### config.mk
export PLATFORM = sky130hd
export DESIGN_NAME = battery_presence_detector_core
export DESIGN_NICKNAME = d
export VERILOG_FILES = /design/src/rtl/bpd_pkg.sv /design/src/rtl/battery_presence_detector_core.sv
export SDC_FILE = /design/constraint.sdc
export NUM_CORES = 1
export LEC_CHECK = 0
export BUFFER_PORTS_ARGS = -buffer_cell sky130_fd_sc_hd__buf_2
export CAP_MARGIN = 10
export CORE_MARGIN = 2
export CORE_UTILIZATION = 30
export DETAILED_ROUTE_END_ITERATION = 16
export GPL_TIMING_DRIVEN = 0
export PLACE_DENSITY = 0.44
export SKIP_CTS_REPAIR_TIMING = 1
export SLEW_MARGIN = 20
export SYNTH_ARGS = -nofsm -noshare
export SYNTH_HDL_FRONTEND = slang
export SYNTH_SLANG_ARGS = --single-unit
### constraint.sdc
create_clock -name clk -period 13.05 [get_ports clk]
set_input_delay 1.305 -clock clk [delete_from_list [all_inputs] [get_ports clk]]
set_output_delay 1.305 -clock clk [all_outputs]
set_load 0.02 [all_outputs]
### src/rtl/bpd_pkg.sv
package bpd_pkg;

    localparam int ADDR_BITS = 5;
    localparam int DATA_BITS = 32;
    localparam int RUN_BITS  = 8;

    typedef logic [RUN_BITS-1:0] run_t;
    typedef logic [2:0]          reg_index_t;

    localparam reg_index_t REG_BAND_LOW    = 3'd0;
    localparam reg_index_t REG_BAND_HIGH   = 3'd1;
    localparam reg_index_t REG_MAX_STEP    = 3'd2;
    localparam reg_index_t REG_ABSENT_RUN  = 3'd3;
    localparam reg_index_t REG_PRESENT_RUN = 3'd4;

    localparam run_t RUN_MAX = 8'd255;

    localparam logic [31:0] BAND_LOW_RESET    = 32'd2310;
    localparam logic [31:0] BAND_HIGH_RESET   = 32'd4830;
    localparam logic [31:0] MAX_STEP_RESET    = 32'd250;
    localparam run_t        ABSENT_RUN_RESET  = 8'd6;
    localparam run_t        PRESENT_RUN_RESET = 8'd10;

    function automatic run_t run_inc(input run_t r);
        return (r == RUN_MAX) ? RUN_MAX : run_t'(r + 8'd1);
    endfunction

endpackage

### src/rtl/battery_presence_detector_core.sv
// Battery presence detector core.
// Input channel: in_valid / in_stall with sample_mv, one millivolt sample per
// transfer. Output channel: out_valid / out_stall with battery_present and
// gated_mv, exactly one result per accepted sample, in order.
// A transfer happens on a rising edge where valid is high and stall is low.
// The band, step and run-length registers sit on an APB port (word address
// paddr[4:2]); write them only while no sample is in flight.
// Each result is registered, in the result register or, while the receiver
// stalls, in the skid. Throughput: one sample per cycle while in_stall is low;
// the compare, absolute difference and run-counter update are combinational.
// A two-entry result buffer (result register plus skid) keeps the input open
// for one more transfer while the receiver stalls; in_stall rises only when
// both entries are full, and drops the cycle after a result is taken.
// Reset (rst_n low, asynchronous) empties the buffer, clears the run counters
// and the previous-sample mark, sets the present flag and loads the register
// defaults.
module battery_presence_detector_core
    import bpd_pkg::*;
#(
    parameter int SAMPLE_BITS = 14
) (
    input  logic                   clk,
    input  logic                   rst_n,
    input  logic                   psel,
    input  logic                   penable,
    input  logic                   pwrite,
    input  logic [ADDR_BITS-1:0]   paddr,
    input  logic [DATA_BITS-1:0]   pwdata,
    output logic [DATA_BITS-1:0]   prdata,
    output logic                   pready,
    input  logic                   in_valid,
    output logic                   in_stall,
    input  logic [SAMPLE_BITS-1:0] sample_mv,
    output logic                   out_valid,
    input  logic                   out_stall,
    output logic                   battery_present,
    output logic [SAMPLE_BITS-1:0] gated_mv
);

    typedef logic [SAMPLE_BITS-1:0] mv_t;
    typedef logic [SAMPLE_BITS:0]   mv_diff_t;

    mv_t  band_low_reg;
    mv_t  band_high_reg;
    mv_t  max_step_reg;
    run_t absent_run_reg;
    run_t present_run_reg;

    logic seen_before_reg;
    mv_t  previous_mv_reg;
    run_t bad_run_reg;
    run_t good_run_reg;
    logic present_flag_reg;

    logic main_valid_reg;
    logic main_present_reg;
    mv_t  main_mv_reg;
    logic skid_valid_reg;
    logic skid_present_reg;
    mv_t  skid_mv_reg;

    logic       cfg_write;
    reg_index_t cfg_index;
    logic       push;
    logic       pop;
    logic       bad;
    mv_diff_t   diff_up;
    mv_diff_t   diff_down;
    mv_t        step_mv;
    run_t       bad_run_next;
    run_t       good_run_next;
    logic       present_flag_next;
    mv_t        result_mv;

    assign pready    = 1'b1;
    assign cfg_write = psel && penable && pwrite;
    assign cfg_index = paddr[4:2];

    always_ff @(posedge clk or negedge rst_n)
    begin
        if (!rst_n)
        begin
            band_low_reg    <= BAND_LOW_RESET[SAMPLE_BITS-1:0];
            band_high_reg   <= BAND_HIGH_RESET[SAMPLE_BITS-1:0];
            max_step_reg    <= MAX_STEP_RESET[SAMPLE_BITS-1:0];
            absent_run_reg  <= ABSENT_RUN_RESET;
            present_run_reg <= PRESENT_RUN_RESET;
        end
        else if (cfg_write)
        begin
            unique case (cfg_index)
                REG_BAND_LOW:    band_low_reg    <= pwdata[SAMPLE_BITS-1:0];
                REG_BAND_HIGH:   band_high_reg   <= pwdata[SAMPLE_BITS-1:0];
                REG_MAX_STEP:    max_step_reg    <= pwdata[SAMPLE_BITS-1:0];
                REG_ABSENT_RUN:  absent_run_reg  <= pwdata[RUN_BITS-1:0];
                REG_PRESENT_RUN: present_run_reg <= pwdata[RUN_BITS-1:0];
                default:         ;
            endcase
        end
    end

    always_comb
    begin
        unique case (cfg_index)
            REG_BAND_LOW:    prdata = DATA_BITS'(band_low_reg);
            REG_BAND_HIGH:   prdata = DATA_BITS'(band_high_reg);
            REG_MAX_STEP:    prdata = DATA_BITS'(max_step_reg);
            REG_ABSENT_RUN:  prdata = DATA_BITS'(absent_run_reg);
            REG_PRESENT_RUN: prdata = DATA_BITS'(present_run_reg);
            default:         prdata = '0;
        endcase
    end

    assign in_stall  = skid_valid_reg;
    assign push      = in_valid && !in_stall;
    assign out_valid = main_valid_reg;
    assign pop       = main_valid_reg && !out_stall;

    assign diff_up   = {1'b0, sample_mv} - {1'b0, previous_mv_reg};
    assign diff_down = {1'b0, previous_mv_reg} - {1'b0, sample_mv};
    assign step_mv   = diff_up[SAMPLE_BITS] ? diff_down[SAMPLE_BITS-1:0]
                                            : diff_up[SAMPLE_BITS-1:0];

    always_comb
    begin
        bad = (sample_mv < band_low_reg) || (sample_mv > band_high_reg)
              || (seen_before_reg && (step_mv > max_step_reg));

        if (bad)
        begin
            bad_run_next  = run_inc(bad_run_reg);
            good_run_next = '0;
        end
        else
        begin
            bad_run_next  = '0;
            good_run_next = run_inc(good_run_reg);
        end

        present_flag_next = present_flag_reg;
        if (present_flag_reg && (bad_run_next >= absent_run_reg))
            present_flag_next = 1'b0;
        else if (!present_flag_reg && (good_run_next >= present_run_reg))
            present_flag_next = 1'b1;

        result_mv = present_flag_next ? sample_mv : '0;
    end

    always_ff @(posedge clk or negedge rst_n)
    begin
        if (!rst_n)
        begin
            seen_before_reg  <= 1'b0;
            previous_mv_reg  <= '0;
            bad_run_reg      <= '0;
            good_run_reg     <= '0;
            present_flag_reg <= 1'b1;
        end
        else if (push)
        begin
            seen_before_reg  <= 1'b1;
            previous_mv_reg  <= sample_mv;
            bad_run_reg      <= bad_run_next;
            good_run_reg     <= good_run_next;
            present_flag_reg <= present_flag_next;
        end
    end

    always_ff @(posedge clk or negedge rst_n)
    begin
        if (!rst_n)
        begin
            main_valid_reg <= 1'b0;
            skid_valid_reg <= 1'b0;
        end
        else if (!main_valid_reg || pop)
        begin
            main_valid_reg <= skid_valid_reg || push;
            skid_valid_reg <= 1'b0;
        end
        else if (push)
        begin
            skid_valid_reg <= 1'b1;
        end
    end

    always_ff @(posedge clk)
    begin
        if (!main_valid_reg || pop)
        begin
            // refill from skid first to keep order
            if (skid_valid_reg)
            begin
                main_present_reg <= skid_present_reg;
                main_mv_reg      <= skid_mv_reg;
            end
            else if (push)
            begin
                main_present_reg <= present_flag_next;
                main_mv_reg      <= result_mv;
            end
        end
        else if (push)
        begin
            skid_present_reg <= present_flag_next;
            skid_mv_reg      <= result_mv;
        end
    end

    assign battery_present = main_present_reg;
    assign gated_mv        = main_mv_reg;

endmodule

==> results of run 1 <==
==> stage by stage <==
step | util [%] | worst slack [ns] | std cells | hold WS (ns) | power, mW
after global routing | 36.1 | 5.09 | 1357 | 0.527 | 1.70
after detailed placement | 33.9 | 5.03 | 1325 | 0.498 | 1.11
after floorplan | - | 6.43 | 917 | 0.435 | 0.934
after global placement | 33.8 | 5.06 | 1324 | 0.492 | 1.10
final | 36.1 | 5.50 | 1357 | 0.506 | 1.59
after CTS | 36.1 | 5.46 | 1357 | 0.512 | 1.61
==> final cells by class <==
cell class | count | area, µm² | share of cell area (%)
plain buffers | 61 | 347 | 3.55
clock buffers | 20 | 468 | 4.79
clock inverters | 12 | 135 | 1.38
inverters | 94 | 353 | 3.61
multi-input cells | 640 | 4440 | 45.5
flip-flops and latches | 122 | 3230 | 33.1
well taps | 341 | 427 | 4.37
repair buffers | 67 | 364 | 3.73
==> worst max path at each step <==
| stage | startpoint | endpoint | cells past startpoint |
|---|---|---|---|
| final | sample_mv[0] | skid_mv_reg[8]$_DFFE_PP_ | 30 |
| after global routing | sample_mv[0] | skid_mv_reg[8]$_DFFE_PP_ | 30 |
| after CTS | sample_mv[0] | skid_mv_reg[8]$_DFFE_PP_ | 30 |
| after detailed placement | sample_mv[0] | skid_mv_reg[8]$_DFFE_PP_ | 30 |
| after global placement | sample_mv[0] | skid_mv_reg[10]$_DFFE_PP_ | 30 |
| after floorplan | sample_mv[0] | skid_mv_reg[10]$_DFFE_PP_ | 29 |
==> cell usage after synthesis (10+ instances only) <==
library cell / number
dfrtp_1: 69
o21ai_0: 65
a21oi_1: 72
buf_4: 20
nand2_1: 98
nor2_1: 59
edfxtp_1: 30
dfstp_2: 23
ha_1: 86
mux2_2: 35
nand3_1: 13
xnor2_1: 13
a21o_1: 20
clkbuf_1: 25
nand2b_1: 10
o31ai_1: 21
inv_1: 94
mux2i_1: 27
==> power groups by stage <==
stage               clock network [mW]  logic (mW)  registers [mW]
floorplan                            0       0.395           0.539
global placement                     0       0.558           0.543
detailed placement                   0       0.561           0.544
CTS                              0.504       0.566           0.538
global route                     0.519       0.638           0.548
finish                           0.493       0.562           0.538
==> placed cells by master, fill, tap and decap left out, drive strengths merged, types with 21 or more instances in the layout <==
master    n
inv      99
mux2i    27
edfxtp   30
a21oi    73
dfrtp    69
clkbuf   45
ha       86
dfstp    23
nand2    99
o21ai    65
o31ai    21
mux2     37
nor2     59
buf     103
==> cells by family after synthesis <==
kind of cell,count (synthesis)
DFF,122
xor gates and xnor gates,19
buffers and inverters,155
other,2
adders and majority gates,88
AOI/OAI and AO/OA,225
and+or+nand+nor,225
muxes,64
==> critical path: cells and delay by family <==
family / cells / cell delay, ns
xor gates and xnor gates: 1 / 0.13
buffers and inverters: 7 / 1.45
adders and majority gates: 4 / 1.14
and+or+nand+nor: 8 / 1.61
muxes: 1 / 0.37
AOI/OAI and AO/OA: 9 / 1.69
==> routing by layer <==
metal,track usage [%],wire (µm)
met2,26.4,10400
met5,0,0
met1,24.9,12300
met4,4.27,259
met3,2.65,855
==> out/results.ini, run 1 <==
[setup_path]
rrSetupSlack_ns=6.33
end_kind=flip-flop
worstReg2RegEnd=skid_mv_reg[8]$_DFFE_PP_
required_ns=13.21
slowest_delay_ns=0.55
worstSetupStartpointType=primary input
critPathMaxFanout=10
r2r.worst_path.cells=27
rr_startpoint=previous_mv_reg[8]$_DFFE_PN0P_
critPathSlowestCell=or4_1
cp.arrival_ns=7.70
criticalPathCategory=in2reg

[timing]
skew_ns=0.0151
relSlewSlack_pct=44.7
finalCritPeriodShare_pct=57.8
hold_violations=0
period_needed_ns=7.55
fin_setup_tns_ns=0
worstMarginPinSlew_ns=0.830
rsz0062_at_grt=false
fmax_mhz=133
setup-violations-final=0
slew_viol_final=0

[yosys]
synth_xor_area_share_pct=2.00
synthSimpleGateAreaFrac_pct=12.2
synth_adder_area_share_pct=13.4
yosysSeqAreaShare_pct=38.9
synthArstFlopShare_pct=75.4
syn_area_per_cell_um2=9.22
synth_compound_area_share_pct=16.6
synth.cell_area_um2=8300
ys_ff_latch=122
synth_edf_count=30
synthMuxAreaShare_pct=8.37
synthTopCellsByArea=dfrtp_1 (21%), ha_1 (13%), edfxtp_1 (11%)
netlist_instances=900
synth_cell_types=60
synth_top_family_by_area=compound AO/OA/AOI/OAI gates
synth_top_cell_by_area=dfrtp_1
synth_ff_type=dfrtp_1
synth_warnings=0
synth.top_cell.area_share_pct=20.8

[worst_hold_path]
hold_path.class=reg2reg
min_from=seen_before_reg$_DFFE_PN0P_
hold_depth=1
holdPathEnd=seen_before_reg$_DFFE_PN0P_

[global_routing]
grt_util_all_layers_pct=17.1
grt_pass1_wl_mm=37.0
grt_pass1_vias=6328
globalRouteOverflowTotal=0
grt_antenna_before_repair=0
grt_max_degree=66

[pwr]
p_leak_nw=4.61
clkPwrFrac_pct=31.0
pwr-share-comb_pct=35.3
p_sw_share_pct=36.4
p_seq_share_pct=33.8
p_int_mw=1.01
p_per_area_nw_per_um2=163
irDropWorstVdd_mv=0.0629
p_switching_mw=0.580

[placed_design]
gp_congestion=0.878
dpl.hpwl_mm=18.3
port_buffers=66
placed_area_um2=9160

[cts]
numCtsBuffers=17
clock_sinks=122
cts_max_path_buffers=2
cts_tree=done
path_clk_slew_ns=0.06
cts.htree.levels=4
clock_latency_ns=0.42
cts_root_buffer=clkbuf_16

[cells_and_area]
insertedDiodeCount=0
layout-drive-gt1-share_pct=19.7
final_cell_area_um2=9760
nNetsFinal=1149
fillers=2823
area_delta_synth_final_pct=17.6

[route]
num_vias=6541
drtAntennaViolNets=0
wl_mm=23.9
drt_iter0_drc=327
drc=0
drt-vias-per-instance=4.82
dr.pass1.iters=5
wire_per_inst_um=17.6

[floorplanning]
initial_utilization_pct=30.7
io_pins=108
coreArea_um2=27000
die-width_um=170
dieArea_um2=29000
die_y_um=170
num_rows=60

[flow_run]
drv_cap=0

[outcome]
status=complete, no violations

(Power assumes the default switching activity.)
==> inputs of run 2 (changes only) <==
==> constraint.sdc (replaced) <==
create_clock -name clk -period 7.1 [get_ports clk]
set_input_delay 0.71 -clock clk [delete_from_list [all_inputs] [get_ports clk]]
set_output_delay 0.71 -clock clk [all_outputs]
set_load 0.02 [all_outputs]
==> run 2 against run 1 <==
Compared with the run above: final cell count stayed put; sequential share of layout area about the same; critical path depth did not move; utilization hardly changed; via count grew 0.23%; combinational power increased by 85%; critical path type unchanged; critical endpoint unchanged; largest power group unchanged.
==> out/results.ini, run 2 (synthesis gave the netlist of run 1 again) <==
[setup_path]
worstReg2RegEnd=skid_mv_reg[8]$_DFFE_PP_
criticalPathCategory=in2reg
critPathMaxFanout=10  ; unchanged
worstSetupStartpointType=primary input
slowest_delay_ns=0.55  ; about the same
r2r.worst_path.cells=27  ; unchanged
rr_startpoint=previous_mv_reg[8]$_DFFE_PN0P_
cp.arrival_ns=6.88  ; -0.82 ns
end_kind=flip-flop
critPathMostFrequentCell=ha_1
required_ns=7.27  ; -5.94 ns
rrSetupSlack_ns=0.62  ; -5.71 ns
critPathSlowestCell=or4_1

[cells_and_area]
area_delta_synth_final_pct=17.8
most-common-layout-cells=nand2_1 (98), inv_1 (94), ha_1 (86)
nNetsFinal=1149  ; unchanged
layout-drive-gt1-share_pct=20.0  ; +0.30 points
mostFrequentLayoutCell=nand2_1
final_cells=1357  ; unchanged
insertedDiodeCount=0  ; unchanged

[route]
wl_mm=23.9  ; about the same
drtAntennaViolNets=0  ; unchanged
num_vias=6556  ; +0.23%
dr.pass1.iters=5  ; unchanged
drt_iter0_drc=338  ; +3.4%
wire_per_inst_um=17.6  ; about the same
drt-vias-per-instance=4.83  ; +0.23%
drc=0  ; unchanged

[pwr]
p_seq_share_pct=33.7  ; about the same
p_sw_share_pct=36.4  ; about the same
p_leak_nw=4.62  ; +0.21%
p_switching_mw=1.07  ; +84%
pwr-share-comb_pct=35.4  ; about the same
irDropWorstVdd_mv=0.115  ; +84%
p_int_mw=1.87  ; +84%
p_per_area_nw_per_um2=300  ; +84%
clkPwrFrac_pct=30.9  ; about the same

[timing]
slew_viol_final=0  ; unchanged
relSlewSlack_pct=44.6  ; -0.074 points
worstMarginPinSlew_ns=0.831  ; +0.00111 ns
hold_violations=0  ; unchanged
period_needed_ns=6.72
rsz0062_at_grt=false
whs_ns=0.167  ; -0.339 ns
setup-violations-final=0  ; unchanged
fmax_mhz=149
skew_ns=0.0150  ; -0.000117 ns
finalCritPeriodShare_pct=94.6

[global_routing]
grt_pass1_vias=6328  ; unchanged
globalRouteOverflowTotal=0  ; unchanged
grt_pass1_wl_mm=37.0  ; unchanged
grt_antenna_before_repair=0  ; unchanged
grt_util_all_layers_pct=17.1  ; unchanged
grt_max_degree=66  ; unchanged

[outcome]
status=complete, no violations

[floorplanning]
die_y_um=170  ; unchanged
initial_utilization_pct=30.7  ; unchanged
die-width_um=170  ; unchanged
num_rows=60  ; unchanged
io_pins=108  ; unchanged
dieArea_um2=29000  ; unchanged
coreArea_um2=27000  ; unchanged

[worst_hold_path]
hold_path.class=in2async

[cts]
clock_latency_ns=0.42  ; about the same
cts_max_path_buffers=2  ; unchanged
cts_root_buffer=clkbuf_16
clock_sinks=122  ; unchanged
cts_tree=done
cts.htree.levels=4  ; unchanged
numCtsBuffers=17  ; unchanged
path_clk_slew_ns=0.07  ; about the same

[flow_run]
drv_cap=0  ; unchanged

[placed_design]
dpl.hpwl_mm=18.3  ; unchanged
gp_congestion=0.878  ; unchanged
dp.cells=1325  ; unchanged
port_buffers=66  ; unchanged

run 2: critical path, delay by kind of cell:
| family | cells | cell delay (ns) |
|---|---|---|
| AOI/OAI and AO/OA | 9 | 1.71 |
| xor gates and xnor gates | 1 | 0.13 |
| adders and majority gates | 4 | 1.14 |
| buffers and inverters | 7 | 1.27 |
| muxes | 1 | 0.37 |
| and+or+nand+nor | 8 | 1.53 |
run 2: worst max-delay path by stage:
stage,start,endpoint,slack (ns)
floorplan,sample_mv[0],skid_mv_reg[10]$_DFFE_PP_,1.08
global route,sample_mv[0],skid_mv_reg[8]$_DFFE_PP_,0.03
CTS,sample_mv[0],skid_mv_reg[8]$_DFFE_PP_,0.10
detailed placement,sample_mv[0],skid_mv_reg[8]$_DFFE_PP_,-0.32
finish,sample_mv[0],skid_mv_reg[8]$_DFFE_PP_,0.38
global placement,sample_mv[0],skid_mv_reg[10]$_DFFE_PP_,-0.30
run 2: power groups by stage:
stage | combinational (mW) | sequential [mW] | clock [mW]
detailed placement | 1.03 | 1.00 | 0
floorplan | 0.726 | 0.991 | 0
global route | 1.18 | 1.01 | 0.954
finish | 1.04 | 0.988 | 0.906
CTS | 1.04 | 0.989 | 0.926
global placement | 1.02 | 0.999 | 0
run 2: per-stage QoR:
step                      area (µm²)  setup TNS [ns]  power, mW  util (%)  worst slack (ns)
after floorplan                 8360               0       1.72         -              1.08
after detailed placement        9160           -4.63       2.03      33.9            -0.324
after CTS                       9760               0       2.95      36.1             0.104
after global placement          9120           -4.35       2.02      33.8            -0.299
after global routing            9770               0       3.14      36.2            0.0300
final                           9770               0       2.93      36.2             0.384
run 2: area by class of cell:
class	instances	area, µm²
clock buffers	20	468
clock inverters	12	135
flip-flops and latches	122	3230
inverters	94	353
multi-input cells	640	4440
well taps	341	427
plain buffers	61	352
fillers	2823	17300
repair buffers	67	364
run 2: routing by layer:
metal	global-route usage, %	up-vias	routed length, µm
li1	-	3300	-
met1	24.9	3105	12400
met2	26.4	136	10500
met3	2.65	15	759
met4	4.27	0	259
met5	0	-	0
==> inputs of run 3 (changes only) <==
--- a/config.mk
+++ b/config.mk
@@ -5,13 +5,14 @@
 export SDC_FILE = /design/constraint.sdc
 export NUM_CORES = 1
 export LEC_CHECK = 0
+export ABC_CLOCK_PERIOD_IN_PS = 7100
 export BUFFER_PORTS_ARGS = -buffer_cell sky130_fd_sc_hd__buf_2
 export CAP_MARGIN = 10
 export CORE_MARGIN = 2
-export CORE_UTILIZATION = 30
+export CORE_UTILIZATION = 55
 export DETAILED_ROUTE_END_ITERATION = 16
 export GPL_TIMING_DRIVEN = 0
-export PLACE_DENSITY = 0.44
+export PLACE_DENSITY = 0.73
 export SKIP_CTS_REPAIR_TIMING = 1
 export SLEW_MARGIN = 20
 export SYNTH_ARGS = -nofsm -noshare
==> run 3 against run 2 <==
Compared with the run above: register-to-register slack got worse by 0.08 ns; die area decreased by 45%; largest power group unchanged; via count increased by 3.1%.
==> out/results.ini, run 3 (synthesis gave the netlist of run 1 again) <==
[setup_path]
critPathSlowestCell=or4_1
critPathMostFrequentCell=ha_1
cp.arrival_ns=6.88  ; about the same
slowest_delay_ns=0.57  ; +0.02 ns
criticalPathCategory=in2reg
critPathMaxFanout=10  ; unchanged
worstSetupStartpointType=primary input
end_kind=flip-flop
required_ns=7.26  ; about the same

[cts]
cts_root_buffer=clkbuf_16
clock_sinks=122  ; unchanged
cts.htree.levels=4  ; unchanged
numCtsBuffers=17  ; unchanged
cts_tree=done
clock_latency_ns=0.42  ; about the same
cts_max_path_buffers=2  ; unchanged
path_clk_slew_ns=0.05  ; -0.02 ns

[cells_and_area]
most-common-layout-cells=nand2_1 (98), inv_1 (94), ha_1 (86)
final_core_util_pct=65.2  ; +29 points
insertedDiodeCount=0  ; unchanged
nNetsFinal=1149  ; unchanged
fillers=1249  ; -56%
multi_input_area_um2=4450  ; about the same
regArea_um2=3230  ; unchanged
final_cells=1200  ; -12%
layout-drive-gt1-share_pct=19.9  ; -0.098 points
area_delta_synth_final_pct=15.0
mostFrequentLayoutCell=nand2_1

[route]
dr.pass1.iters=5  ; unchanged
num_vias=6762  ; +3.1%
wire_per_inst_um=17.7  ; +0.27%
wl_mm=21.2  ; -11%
drtAntennaViolNets=0  ; unchanged
drc=0  ; unchanged
drt-vias-per-instance=5.64  ; +17%
drt_iter0_drc=397  ; +17%

[placed_design]
dpl.hpwl_mm=15.9  ; -13%
dp.cells=1168  ; -12%
gp_congestion=0.885  ; +0.80%
port_buffers=66  ; unchanged

[global_routing]
grt_pass1_wl_mm=34.1  ; -7.9%
grt_antenna_before_repair=0  ; unchanged
globalRouteOverflowTotal=0  ; unchanged
grt_pass1_vias=6583  ; +4.0%
grt_util_all_layers_pct=27.2  ; +10 points
grt_max_degree=76  ; +15%

[floorplanning]
io_pins=108  ; unchanged
die-width_um=127  ; -26%
die_y_um=127  ; -26%
num_rows=44  ; -27%
dieArea_um2=16100  ; -45%
coreArea_um2=14600  ; -46%
initial_utilization_pct=56.7  ; +26 points

[pwr]
irDropWorstVdd_mv=0.174  ; +50%
finalPower_mw=2.84  ; -3.3%
p_leak_nw=4.62  ; -0.16%
p_per_area_nw_per_um2=297  ; -0.99%

[outcome]
status=complete, no violations

[flow_run]
drv_cap=0  ; unchanged

[timing]
slew_viol_final=0  ; unchanged
setup-violations-final=0  ; unchanged
finalCritPeriodShare_pct=94.6  ; about the same
relSlewSlack_pct=46.7  ; +2.1 points
hold_violations=0  ; unchanged
fmax_mhz=149  ; about the same
fin_setup_tns_ns=0  ; unchanged
worstMarginPinSlew_ns=0.800  ; -0.0314 ns
skew_ns=0.00789  ; -0.00710 ns
period_needed_ns=6.72  ; +0.00183 ns
whs_ns=0.130  ; -0.0375 ns

[worst_hold_path]
hold_path.class=in2async

[run 3: worst paths after layout]
path                       slack (ns)  cells past startpoint                           start                       endpoint
setup / recovery                 0.38                     30                    sample_mv[0]       skid_mv_reg[9]$_DFFE_PP_
hold / removal                   0.13                      1                           rst_n    good_run_reg[4]$_DFFE_PN0P_
setup reg to reg                 0.54                     29  previous_mv_reg[0]$_DFFE_PN0P_       skid_mv_reg[9]$_DFFE_PP_
hold reg to reg                  0.52                      1     seen_before_reg$_DFFE_PN0P_    seen_before_reg$_DFFE_PN0P_
max in group asynchronous        6.30                      2                           rst_n  band_high_reg[12]$_DFFE_PN1P_
min in group clk                 0.52                      1     seen_before_reg$_DFFE_PN0P_    seen_before_reg$_DFFE_PN0P_
[run 3: power by group]
part / switching (mW) / internal (mW) / total (mW) / leakage (nW)
logic: 0.606 / 0.423 / 1.03 / 2.94
clock network: 0.304 / 0.511 / 0.815 / 0.282
registers: 0.0985 / 0.894 / 0.992 / 1.39
total: 1.01 / 1.83 / 2.84 / 4.62
[run 3: metal layers]
layer  part of all wire (%)  global-route usage [%]
met1                     45                    37.9
met5                      0                       0
met3                    6.4                    5.48
met2                     46                    42.3
met4                    2.5                    10.2
[run 3: layout make-up]
type                    count  area share [%]
repair buffers             67            3.82
clock buffers              26            5.56
clock inverters             6           0.354
multi-input cells         640            46.6
plain buffers              61            3.68
well taps                 184            2.41
flip-flops and latches    122            33.9
inverters                  94            3.70
[run 3: through the flow]
stage	cell area, µm²	setup WS, ns
finish	9540	0.383
global route	9540	-0.0120
CTS	9530	0.193
detailed placement	8960	-0.219
global placement	8920	-0.154
floorplan	8360	1.08
[run 3: critical path, delay by kind of cell]
family	cells	cell delay, ns
compound gates	9	1.62
fa+ha+maj	4	1.15
xor+xnor	1	0.12
simple gates	8	1.63
buf+inv	7	1.28
mux	1	0.36
